File: src/bcc_pkg.sv
package bcc_pkg;

    localparam int TIMER_WIDTH_DEF = 12;

    localparam int DEB_W = 8;
    localparam int SET_W = 8;
    localparam int LONG_W = 12;
    localparam int DBL_W = 12;
    localparam int CFG_DATA_W = 12;
    localparam int CFG_IDX_W = 2;

    localparam logic [DEB_W-1:0]  DEBOUNCE_RST = 8'd30;
    localparam logic [SET_W-1:0]  SETTLE_RST   = 8'd50;
    localparam logic [LONG_W-1:0] LONG_RST     = 12'd1000;
    localparam logic [DBL_W-1:0]  DOUBLE_RST   = 12'd700;

    typedef enum logic [CFG_IDX_W-1:0] {
        REG_DEBOUNCE = 2'd0,
        REG_SETTLE   = 2'd1,
        REG_LONG     = 2'd2,
        REG_DOUBLE   = 2'd3
    } t_cfg_reg;

    typedef enum logic [2:0] {
        PH_IDLE           = 3'd0,
        PH_SETTLE_PRESS   = 3'd1,
        PH_HELD           = 3'd2,
        PH_LONG           = 3'd3,
        PH_SETTLE_RELEASE = 3'd4
    } t_press_phase;

    typedef enum logic [1:0] {
        CLICK_NONE   = 2'd0,
        CLICK_SINGLE = 2'd1,
        CLICK_DOUBLE = 2'd2
    } t_click_kind;

endpackage

File: src/button_click_classifier_top.sv
// Button click classifier: one raw active-low button sample per tick in,
// one result per tick out (filtered level, long press pulse, click kind).
// Input channel: i_valid / o_stall with payload i_button_raw. A request is
// taken on a rising edge where i_valid is high and o_stall is low.
// Output channel: o_valid / i_stall with o_button_held, o_long_press_event
// and o_click_kind; a result is taken where o_valid is high and i_stall low.
// A request's result is registered at the edge that takes it. Throughput
// is one request per cycle while o_stall is low, set by the single
// register stage holding the filter, press machine and click timers.
// While the receiver stalls, the output register holds its result and one
// more request is taken into a skid register; o_stall then rises until the
// output register drains. Configuration is written through i_cfg_we,
// i_cfg_index and i_cfg_data, by the user only while the block is idle;
// the block does not enforce this. Synchronous active-low reset restores
// the register defaults (30, 50, 1000, 700), sets the filtered level to
// released, clears all timers, empties both result registers. No clearing pass is needed.
module button_click_classifier_top #(
    parameter int TIMER_WIDTH = bcc_pkg::TIMER_WIDTH_DEF
) (
    input  logic                            i_clk,
    input  logic                            i_rst_n,
    input  logic                            i_valid,
    output logic                            o_stall,
    input  logic                            i_button_raw,
    output logic                            o_valid,
    input  logic                            i_stall,
    output logic                            o_button_held,
    output logic                            o_long_press_event,
    output logic [1:0]                      o_click_kind,
    input  logic                            i_cfg_we,
    input  logic [bcc_pkg::CFG_IDX_W-1:0]   i_cfg_index,
    input  logic [bcc_pkg::CFG_DATA_W-1:0]  i_cfg_data
);

    localparam int CW = (TIMER_WIDTH > bcc_pkg::LONG_W) ? TIMER_WIDTH : bcc_pkg::LONG_W;
    localparam logic [TIMER_WIDTH-1:0] TMAX = {TIMER_WIDTH{1'b1}};

    function automatic logic [TIMER_WIDTH-1:0] tick_up(input logic [TIMER_WIDTH-1:0] t);
        return (t == TMAX) ? TMAX : t + 1'b1;
    endfunction

    function automatic logic past(input logic [TIMER_WIDTH-1:0] t, input logic [CW-1:0] thr);
        return (CW'(t) > thr) || (t == TMAX);
    endfunction

    logic [bcc_pkg::DEB_W-1:0]  r_debounce;
    logic [bcc_pkg::SET_W-1:0]  r_settle;
    logic [bcc_pkg::LONG_W-1:0] r_long_ticks;
    logic [bcc_pkg::DBL_W-1:0]  r_double;

    logic                      r_level, n_level;
    logic [TIMER_WIDTH-1:0]    r_since, n_since;
    bcc_pkg::t_press_phase     r_phase, n_phase;
    logic [TIMER_WIDTH-1:0]    r_phase_timer, n_phase_timer;
    logic                      r_long_seen, n_long_seen;
    logic                      r_click_active, n_click_active;
    logic [TIMER_WIDTH-1:0]    r_click_timer, n_click_timer;

    logic                      n_held, n_long_ev;
    bcc_pkg::t_click_kind      n_kind;

    logic                      r_out_valid, r_sk_valid;
    logic                      r_out_held, r_out_long, r_sk_held, r_sk_long;
    bcc_pkg::t_click_kind      r_out_kind, r_sk_kind;

    logic in_acc, out_free;
    logic [TIMER_WIDTH-1:0] cnt, pt_next;
    logic pressed, click;

    assign o_stall  = r_sk_valid;
    assign in_acc   = i_valid && !r_sk_valid;
    assign out_free = !r_out_valid || !i_stall;

    always_ff @(posedge i_clk) begin
        if (!i_rst_n) begin
            r_debounce   <= bcc_pkg::DEBOUNCE_RST;
            r_settle     <= bcc_pkg::SETTLE_RST;
            r_long_ticks <= bcc_pkg::LONG_RST;
            r_double     <= bcc_pkg::DOUBLE_RST;
        end else if (i_cfg_we) begin
            unique case (bcc_pkg::t_cfg_reg'(i_cfg_index))
                bcc_pkg::REG_DEBOUNCE: r_debounce   <= i_cfg_data[bcc_pkg::DEB_W-1:0];
                bcc_pkg::REG_SETTLE:   r_settle     <= i_cfg_data[bcc_pkg::SET_W-1:0];
                bcc_pkg::REG_LONG:     r_long_ticks <= i_cfg_data[bcc_pkg::LONG_W-1:0];
                bcc_pkg::REG_DOUBLE:   r_double     <= i_cfg_data[bcc_pkg::DBL_W-1:0];
                default: ;
            endcase
        end
    end

    always_comb begin
        // level filter
        cnt = tick_up(r_since);
        n_level = r_level;
        n_since = cnt;
        if ((i_button_raw != r_level) && past(cnt, CW'(r_debounce))) begin
            n_level = i_button_raw;
            n_since = '0;
        end
        pressed = !n_level;

        // press machine
        n_phase       = r_phase;
        n_phase_timer = r_phase_timer;
        n_long_seen   = r_long_seen;
        n_long_ev     = 1'b0;
        click         = 1'b0;
        pt_next       = tick_up(r_phase_timer);
        unique case (r_phase)
            bcc_pkg::PH_IDLE: begin
                if (pressed) begin
                    n_phase       = bcc_pkg::PH_SETTLE_PRESS;
                    n_phase_timer = '0;
                    n_long_seen   = 1'b0;
                end
            end
            bcc_pkg::PH_SETTLE_PRESS: begin
                n_phase_timer = pt_next;
                if (past(pt_next, CW'(r_settle)))
                    n_phase = pressed ? bcc_pkg::PH_HELD : bcc_pkg::PH_IDLE;
            end
            bcc_pkg::PH_HELD: begin
                n_phase_timer = pt_next;
                if (!r_long_seen && past(pt_next, CW'(r_long_ticks))) begin
                    n_long_seen = 1'b1;
                    n_long_ev   = 1'b1;
                    n_phase     = bcc_pkg::PH_LONG;
                end
                if (!pressed) begin
                    n_phase       = bcc_pkg::PH_SETTLE_RELEASE;
                    n_phase_timer = '0;
                end
            end
            bcc_pkg::PH_LONG: begin
                if (!pressed) begin
                    n_phase       = bcc_pkg::PH_SETTLE_RELEASE;
                    n_phase_timer = '0;
                end
            end
            bcc_pkg::PH_SETTLE_RELEASE: begin
                n_phase_timer = pt_next;
                if (past(pt_next, CW'(r_settle))) begin
                    if (!pressed) begin
                        n_phase = bcc_pkg::PH_IDLE;
                        click   = !r_long_seen;
                    end else begin
                        n_phase = bcc_pkg::PH_HELD;
                    end
                end
            end
            default: n_phase = bcc_pkg::PH_IDLE;
        endcase

        // click stage
        n_click_active = r_click_active;
        n_click_timer  = r_click_timer;
        n_kind         = bcc_pkg::CLICK_NONE;
        if (r_click_active) begin
            n_click_timer = tick_up(r_click_timer);
            if (click) begin
                n_kind = (CW'(n_click_timer) < CW'(r_double)) ?
                         bcc_pkg::CLICK_DOUBLE : bcc_pkg::CLICK_SINGLE;
                n_click_active = 1'b0;
            end else if (past(n_click_timer, CW'(r_double))) begin
                n_kind = bcc_pkg::CLICK_SINGLE;
                n_click_active = 1'b0;
            end
        end else if (click) begin
            n_click_active = 1'b1;
            n_click_timer  = '0;
        end

        n_held = pressed;
    end

    always_ff @(posedge i_clk) begin
        if (!i_rst_n) begin
            r_level        <= 1'b1;
            r_since        <= '0;
            r_phase        <= bcc_pkg::PH_IDLE;
            r_phase_timer  <= '0;
            r_long_seen    <= 1'b0;
            r_click_active <= 1'b0;
            r_click_timer  <= '0;
        end else if (in_acc) begin
            r_level        <= n_level;
            r_since        <= n_since;
            r_phase        <= n_phase;
            r_phase_timer  <= n_phase_timer;
            r_long_seen    <= n_long_seen;
            r_click_active <= n_click_active;
            r_click_timer  <= n_click_timer;
        end
    end

    // output register with one skid entry behind it
    always_ff @(posedge i_clk) begin
        if (!i_rst_n) begin
            r_out_valid <= 1'b0;
            r_sk_valid  <= 1'b0;
        end else if (out_free) begin
            if (r_sk_valid) begin
                r_out_valid <= 1'b1;
                r_sk_valid  <= 1'b0;
            end else begin
                r_out_valid <= in_acc;
            end
        end else if (in_acc) begin
            r_sk_valid <= 1'b1;
        end
    end

    always_ff @(posedge i_clk) begin
        if (out_free) begin
            if (r_sk_valid) begin
                r_out_held <= r_sk_held;
                r_out_long <= r_sk_long;
                r_out_kind <= r_sk_kind;
            end else if (in_acc) begin
                r_out_held <= n_held;
                r_out_long <= n_long_ev;
                r_out_kind <= n_kind;
            end
        end else if (in_acc) begin
            r_sk_held <= n_held;
            r_sk_long <= n_long_ev;
            r_sk_kind <= n_kind;
        end
    end

    assign o_valid            = r_out_valid;
    assign o_button_held      = r_out_held;
    assign o_long_press_event = r_out_long;
    assign o_click_kind       = r_out_kind;

    a_skid_behind_out: assert property (@(posedge i_clk) disable iff (!i_rst_n)
        r_sk_valid |-> r_out_valid)
        else $error("skid entry held while output register empty");

    a_stalled_result_held: assert property (@(posedge i_clk) disable iff (!i_rst_n)
        (o_valid && i_stall) |=>
            (o_valid && $stable({o_button_held, o_long_press_event, o_click_kind})))
        else $error("stalled result changed");

    a_long_phase_seen: assert property (@(posedge i_clk) disable iff (!i_rst_n)
        (r_phase == bcc_pkg::PH_LONG) |-> r_long_seen)
        else $error("long phase without long_seen");

    a_stall_holds_state: assert property (@(posedge i_clk) disable iff (!i_rst_n)
        (r_sk_valid && !$past(i_cfg_we)) |=> $stable(r_phase) || !$past(r_sk_valid))
        else $error("press state advanced while input stalled");

endmodule
File: config.mk
export PLATFORM = sky130hd
export DESIGN_NAME = button_click_classifier_top
export DESIGN_NICKNAME = d
export VERILOG_FILES = /design/src/bcc_pkg.sv /design/src/button_click_classifier_top.sv
export SDC_FILE = /design/constraint.sdc
export NUM_CORES = 1
export LEC_CHECK = 0
export ABC_AREA = 1
export BUFFER_PORTS_ARGS = -buffer_cell sky130_fd_sc_hd__buf_2
export CORE_MARGIN = 2
export CORE_UTILIZATION = 60
export DETAILED_ROUTE_END_ITERATION = 16
export PLACE_DENSITY_LB_ADDON = 0.2
export SYNTH_ARGS = -nofsm -noshare
export SYNTH_HDL_FRONTEND = slang
export SYNTH_SLANG_ARGS = --single-unit
export TNS_END_PERCENT = 10
File: constraint.sdc
create_clock -name i_clk -period 6.5 [get_ports i_clk]
set_clock_uncertainty 0.15 [all_clocks]
set_input_delay 0.975 -clock i_clk [delete_from_list [all_inputs] [get_ports i_clk]]
set_output_delay 0.975 -clock i_clk [all_outputs]
set_load 0.02 [all_outputs]
==> Word-level counts from Yosys, hierarchy flattened <==
Cells that the tools add are included.
{ "classes": {"muxes": 41, "n_reduce_logical": 31, "add_sub_neg": 3, "n_lt_le_gt_ge": 5, "eq_ne": 19, "n_bitwise": 2} }
{ "op_table": {"columns": ["op", "n"], "rows": [
  ["12-bit 2-to-1 mux", 9],
  ["12-bit == test, second input constant", 6],
  ["12-bit one-hot mux with 4 select lines", 1],
  ["12-bit by 1-bit adder with 12-bit output, second input constant", 3],
  ["12-bit greater-than comparator", 2],
  ["12-bit by 8-bit greater-than comparator with 1-bit output", 2],
  ["1-bit 2-to-1 mux", 18],
  ["3-bit 2-to-1 mux", 5],
  ["2-bit AND reduction", 7],
  ["12-bit less-than comparator", 1],
  ["2-bit 2-to-1 mux", 6],
  ["3-bit one-hot mux with 4 select lines", 1],
  ["4-bit AND reduction", 2],
  ["3-bit by 2-bit == test with 1-bit output, second input constant", 2],
  ["2-bit != test, second input constant", 3],
  ["2-bit nonzero test", 3],
  ["1-bit logical NOT", 5],
  ["1-bit logical OR", 5],
  ["5-bit AND reduction", 1],
  ["2-bit == test, second input constant", 2],
  ["4-bit nonzero test", 1],
  ["2-bit OR reduction", 2],
  ["3-bit by 1-bit == test with 1-bit output, second input constant", 1],
  ["3-bit == test, second input constant", 1],
  ["other kinds (9)", 12]
]} }
{ "word_totals": {"register_bits": 92, "word_cells": 120} }

==> Depth between registers and ports, before layout <==
{ "depth": {"ltp_word": 13, "ltp_mapped": 26, "depth_no_buf": 25} }

==> Worst setup path after synthesis <==
OpenSTA, ideal clock, no wires.
{ "synth_timing": {"path_type": "register -> register", "from": "register r_since[0]", "to": "register r_phase_timer[7]", "path_stages_with_launch": 20, "arrival_time_ps": 2771, "period_less_slack_ps": 3034, "n_path_buf": 2, "setup_time_ps": 113, "setup_slack_ps": 3466, "cell_sequence": "dfxtp_1 ha_1 nand2_1 nor2_2 nand3_1 clkbuf_1 nand3_1 ha_1 a21o_1 nor2_1 nand2_1 a21oi_1 nand4_1 nand3b_1 nand3_4 nor2_8 buf_6 nand2_1 nand2_1 nor2_1"} }
{ "synth_via": {"elab_chain_len": 8, "word_cells_on_any_way": 13} }
{ "synth_rtl": {"columns": ["item", "line_no", "source"], "rows": [
  ["start, declared", "button_click_classifier_top.sv:52", "logic [TIMER_WIDTH-1:0] r_since, n_since;"],
  ["start signal, assigned", "button_click_classifier_top.sv:187", "r_since <= n_since;"],
  ["12-bit by 1-bit adder with 12-bit output / 12-bit == test (equally long branches)", "button_click_classifier_top.sv:39", "return (t == TMAX) ? TMAX : t + 1'b1;"],
  ["12-bit 2-to-1 mux (*)", "button_click_classifier_top.sv:39", null],
  ["12-bit by 8-bit greater-than comparator with 1-bit output / 12-bit == test (equally long branches)", "button_click_classifier_top.sv:43", "return (CW'(t) > thr) || (t == TMAX);"],
  ["1-bit logical OR (*)", "button_click_classifier_top.sv:43", null],
  ["1-bit logical AND (*)", "button_click_classifier_top.sv:96", "if ((i_button_raw != r_level) && past(cnt, CW'(r_debounce))) begin"],
  ["1-bit 2-to-1 mux (*)", "button_click_classifier_top.sv:96", null],
  ["12-bit 2-to-1 mux / 2-bit != test (equally long branches)", null, null],
  ["12-bit one-hot mux with 4 select lines / 4-bit AND reduction (equally long branches)", null, null],
  ["end signal, assigned", "button_click_classifier_top.sv:189", "r_phase_timer <= n_phase_timer;"],
  ["end, declared", "button_click_classifier_top.sv:54", "logic [TIMER_WIDTH-1:0] r_phase_timer, n_phase_timer;"]
]} }
Every way passes the cells marked *; elsewhere a longest branch is shown, timed or not.
A chain may end at the register's enable or synchronous reset.

==> Worst setup path in the final report <==
{ "layout_timing": {"from": "register r_since[0]", "to": "register r_phase_timer[8]"} }
Same word-level chain as after synthesis.

==> flow_summary.yaml <==
die:
  rows: 35
  start_util: 0.609
  die_h_um: 100
  ios: 26
  die_w_um: 100
  fp.coreArea_um2: 9110
  dieArea_um2: 10000
yosys:
  synthFlopType: "dfxtp_1"
  synth_nets: 878
  synth_top_area_frac: 0.303
  synth_area_leaders: "dfxtp_1 (30%), nand2_1 (15%), ha_1 (9.7%), inv_1 (7.2%), a21oi_1 (6.4%)"
  synth_warnings: 0
  synth_area_per_cell_um2: 6.81
  yosysSeqAreaShare: 0.346
  synth_area_leader_cell: "dfxtp_1"
  synth_seq_cells: 92
  syn_inst: 815
  synthDistinctLibCells: 38
  syn_area_um2: 5550
  synthArstFlopShare: 0
  synth-edff-count: 8
sta:
  setup_violations: 0
  holdWs_ns: 0.326
  fin_crit_sh: 0.558
  clock.fmax_mhz: 276
  rsz0062_at_grt: "no"
  min_period_ns: 3.63
  hold_violations: 0
  worstMarginPinSlew_ns: 1.03
  slew_headroom: 0.305
  drv_slew: 0
  setup_tns_ns: 0
cts:
  cts_resized: 0
  clk_pin_slew_ns: 0.09
  htreeDepth: 3
  holdBufCountCts: 0
  cts_tree: "done"
  cts_buffers: 9
  cts_root_buf: "clkbuf_8"
  clock_latency_ns: 0.37
  post_cts_buffers: 0
  clockBufferDepth: 2
  clkSinkCount: 92
critical_path:
  cp_slowest_cell: "dfxtp_1"
  worstPathArrival_ns: 3.75
  r2r-end: "r_phase_timer[8]"
  startpoint_type: "register"
  timing.rr.start: "r_since[0]"
  path_class: "reg -> reg"
  cp_slowest_stage_delay_ns: 0.38
  worstPathCellList: "ha_1 -> nand2_1 -> nor2_2 -> nand3_1 -> nand3_1 -> ha_1 -> a21oi_1 -> nor2_1 -> nor2_1 -> nand2_1 -> a21oi_1 -> nand4_1 -> nand3_1 -> nand2_1 -> nand2_1 -> nand2_1 -> nand2_1 -> nor2_1"
  critPathCaptureType: "register"
  required_ns: 6.62
  cp_top_family: "simple AND/OR/NAND/NOR gates"
  path_buf_inv: 0
  crit_fanout: 12
  r2r_slack_ns: 2.87
  crit_path_start: "r_since[0]"
  cpMostUsedCell: "nand2_1"
  worst-r2r-cell-count: 18
layout:
  layout.cells.non_filler: 944
  final_common_cell: "nand2_1"
  nets: 891
  ff_latch_area_um2: 1920
  drive_gt1_frac: 0.0732
  area_growth_syn_to_layout_pct: 6.79
  num-fill-cells: 824
  num_antenna_cells: 0
  multi_input_area_um2: 3110
  final_cell_mix: "nand2_1 (219), inv_1 (107), dfxtp_1 (84)"
grt:
  first_global_vias: 4785
  track_usage: 0.270
  grt_pass1_wl_mm: 21.9
  grt_max_degree: 54
  antenna_found_initial: 0
  grt_overflow: 0
detailed_routing:
  vias: 5177
  first_pass_iters: 4
  drc_errors: 0
  via_per_inst: 5.48
  wire_per_inst_um: 13.4
  wl_mm: 12.6
  drt_iter0_drc: 218
  postRouteAntennaNets: 0
power_and_ir_drop:
  power_leakage_nw: 2.82
  vdd_drop_max_mv: 0.118
  p_per_area_nw_per_um2: 263
placement:
  numPortBuffers: 25
  place_hpwl_mm: 9.51
  gp_congestion: 0.899
  dp_cells: 928
run:
  cap_violations: 0
run_status:
  outcome: "finished clean"
min_path:
  hold_class: "reg -> reg"
  whs_endpoint: "r_settle[3]"
  worstHoldPathCells: 2
  holdCritStartpoint: "r_settle[3]"
==> cell families (layout without fill, tap and decap cells) <==
logic type	Yosys count	count (layout)	share of synthesized area
simple gates	393	393	0.304
buf+inv	132	150	0.0936
xor+xnor	13	13	0.0205
flops	92	92	0.346
compound gates	142	142	0.139
fa+ha+maj	43	43	0.0970
==> state kept, by name (all words and copies together) (netlist names), 2 cells and up <==
signal / cells
o_click_kind: 2
r_click_timer: 12
r_debounce: 8
r_double: 12
r_long_ticks: 12
r_phase: 3
r_phase_timer: 12
r_settle: 8
r_since: 12
r_sk_kind: 2
==> metrics by stage <==
step | area [um^2] | util | total power [mW] | setup WS (ns)
6_report | 5920 | 0.650 | 1.56 | 2.87
5_1_grt | 5920 | 0.650 | 1.68 | 2.45
4_1_cts | 5920 | 0.650 | 1.57 | 2.91
3_5_place_dp | 5710 | 0.627 | 1.14 | 2.68
3_3_place_gp | 5710 | 0.627 | 1.12 | 2.74
2_1_floorplan | 5550 | - | 1.05 | 3.47
==> worst max-delay path by stage <==
| stage | endpoint | slack [ns] | cells after the start |
|---|---|---|---|
| final | r_phase_timer[8] | 2.87 | 18 |
| after global routing | r_since[8] | 2.45 | 17 |
| after CTS | r_phase_timer[1] | 2.91 | 18 |
| after detailed placement | r_click_timer[0] | 2.68 | 8 |
| after global placement | r_click_timer[10] | 2.74 | 8 |
| after floorplan | r_phase_timer[7] | 3.47 | 19 |
==> Yosys cell counts (2+ instances only) <==
| master | count |
|---|---|
| a21oi_1 | 71 |
| buf_1 | 3 |
| buf_4 | 2 |
| buf_6 | 2 |
| clkbuf_1 | 17 |
| dfxtp_1 | 84 |
| edfxtp_1 | 8 |
| ha_1 | 43 |
| inv_1 | 107 |
| nand2_1 | 219 |
| nand2_2 | 5 |
| nand3_1 | 42 |
| nand3b_1 | 5 |
| nand4_1 | 16 |
| nor2_1 | 81 |
| nor2_2 | 7 |
| nor3_1 | 9 |
| o211ai_1 | 15 |
| o21ai_0 | 47 |
| or2_2 | 3 |
| xnor2_1 | 5 |
| xor2_1 | 8 |
==> where the power goes <==
| group | switching, mW | internal, mW |
|---|---|---|
| combinational | 0.303 | 0.156 |
| sequential | 0.0475 | 0.624 |
| clock | 0.209 | 0.215 |
| total | 0.560 | 0.995 |
==> layer usage <==
metal	up-vias	GRT usage	share of wire	wire [um]
li1	2668	-	-	-
met1	2373	0.343	0.46	5770
met2	107	0.474	0.49	6180
met3	29	0.0439	0.034	423
met4	0	0.0780	0.019	238
met5	-	0	0	0
==> final cells by class <==
cell class,instances,area share
Clock inverter,7,0.0154
Clock buffer,9,0.0209
Timing Repair Buffer,27,0.0237
Sequential cell,92,0.324
Inverter,107,0.0678
Tap cell,111,0.0234
Multi-Input combinational cell,591,0.524
==> worst register-to-register path: cells and delay by family (launching register included) <==
kind | cells | cell delay, ns
and+or+nand+nor | 14 | 2.22
adders and majority gates | 2 | 0.44
AOI/OAI and AO/OA | 2 | 0.32
DFF | 1 | 0.38
Note: power is estimated with default switching activity, not from simulation.
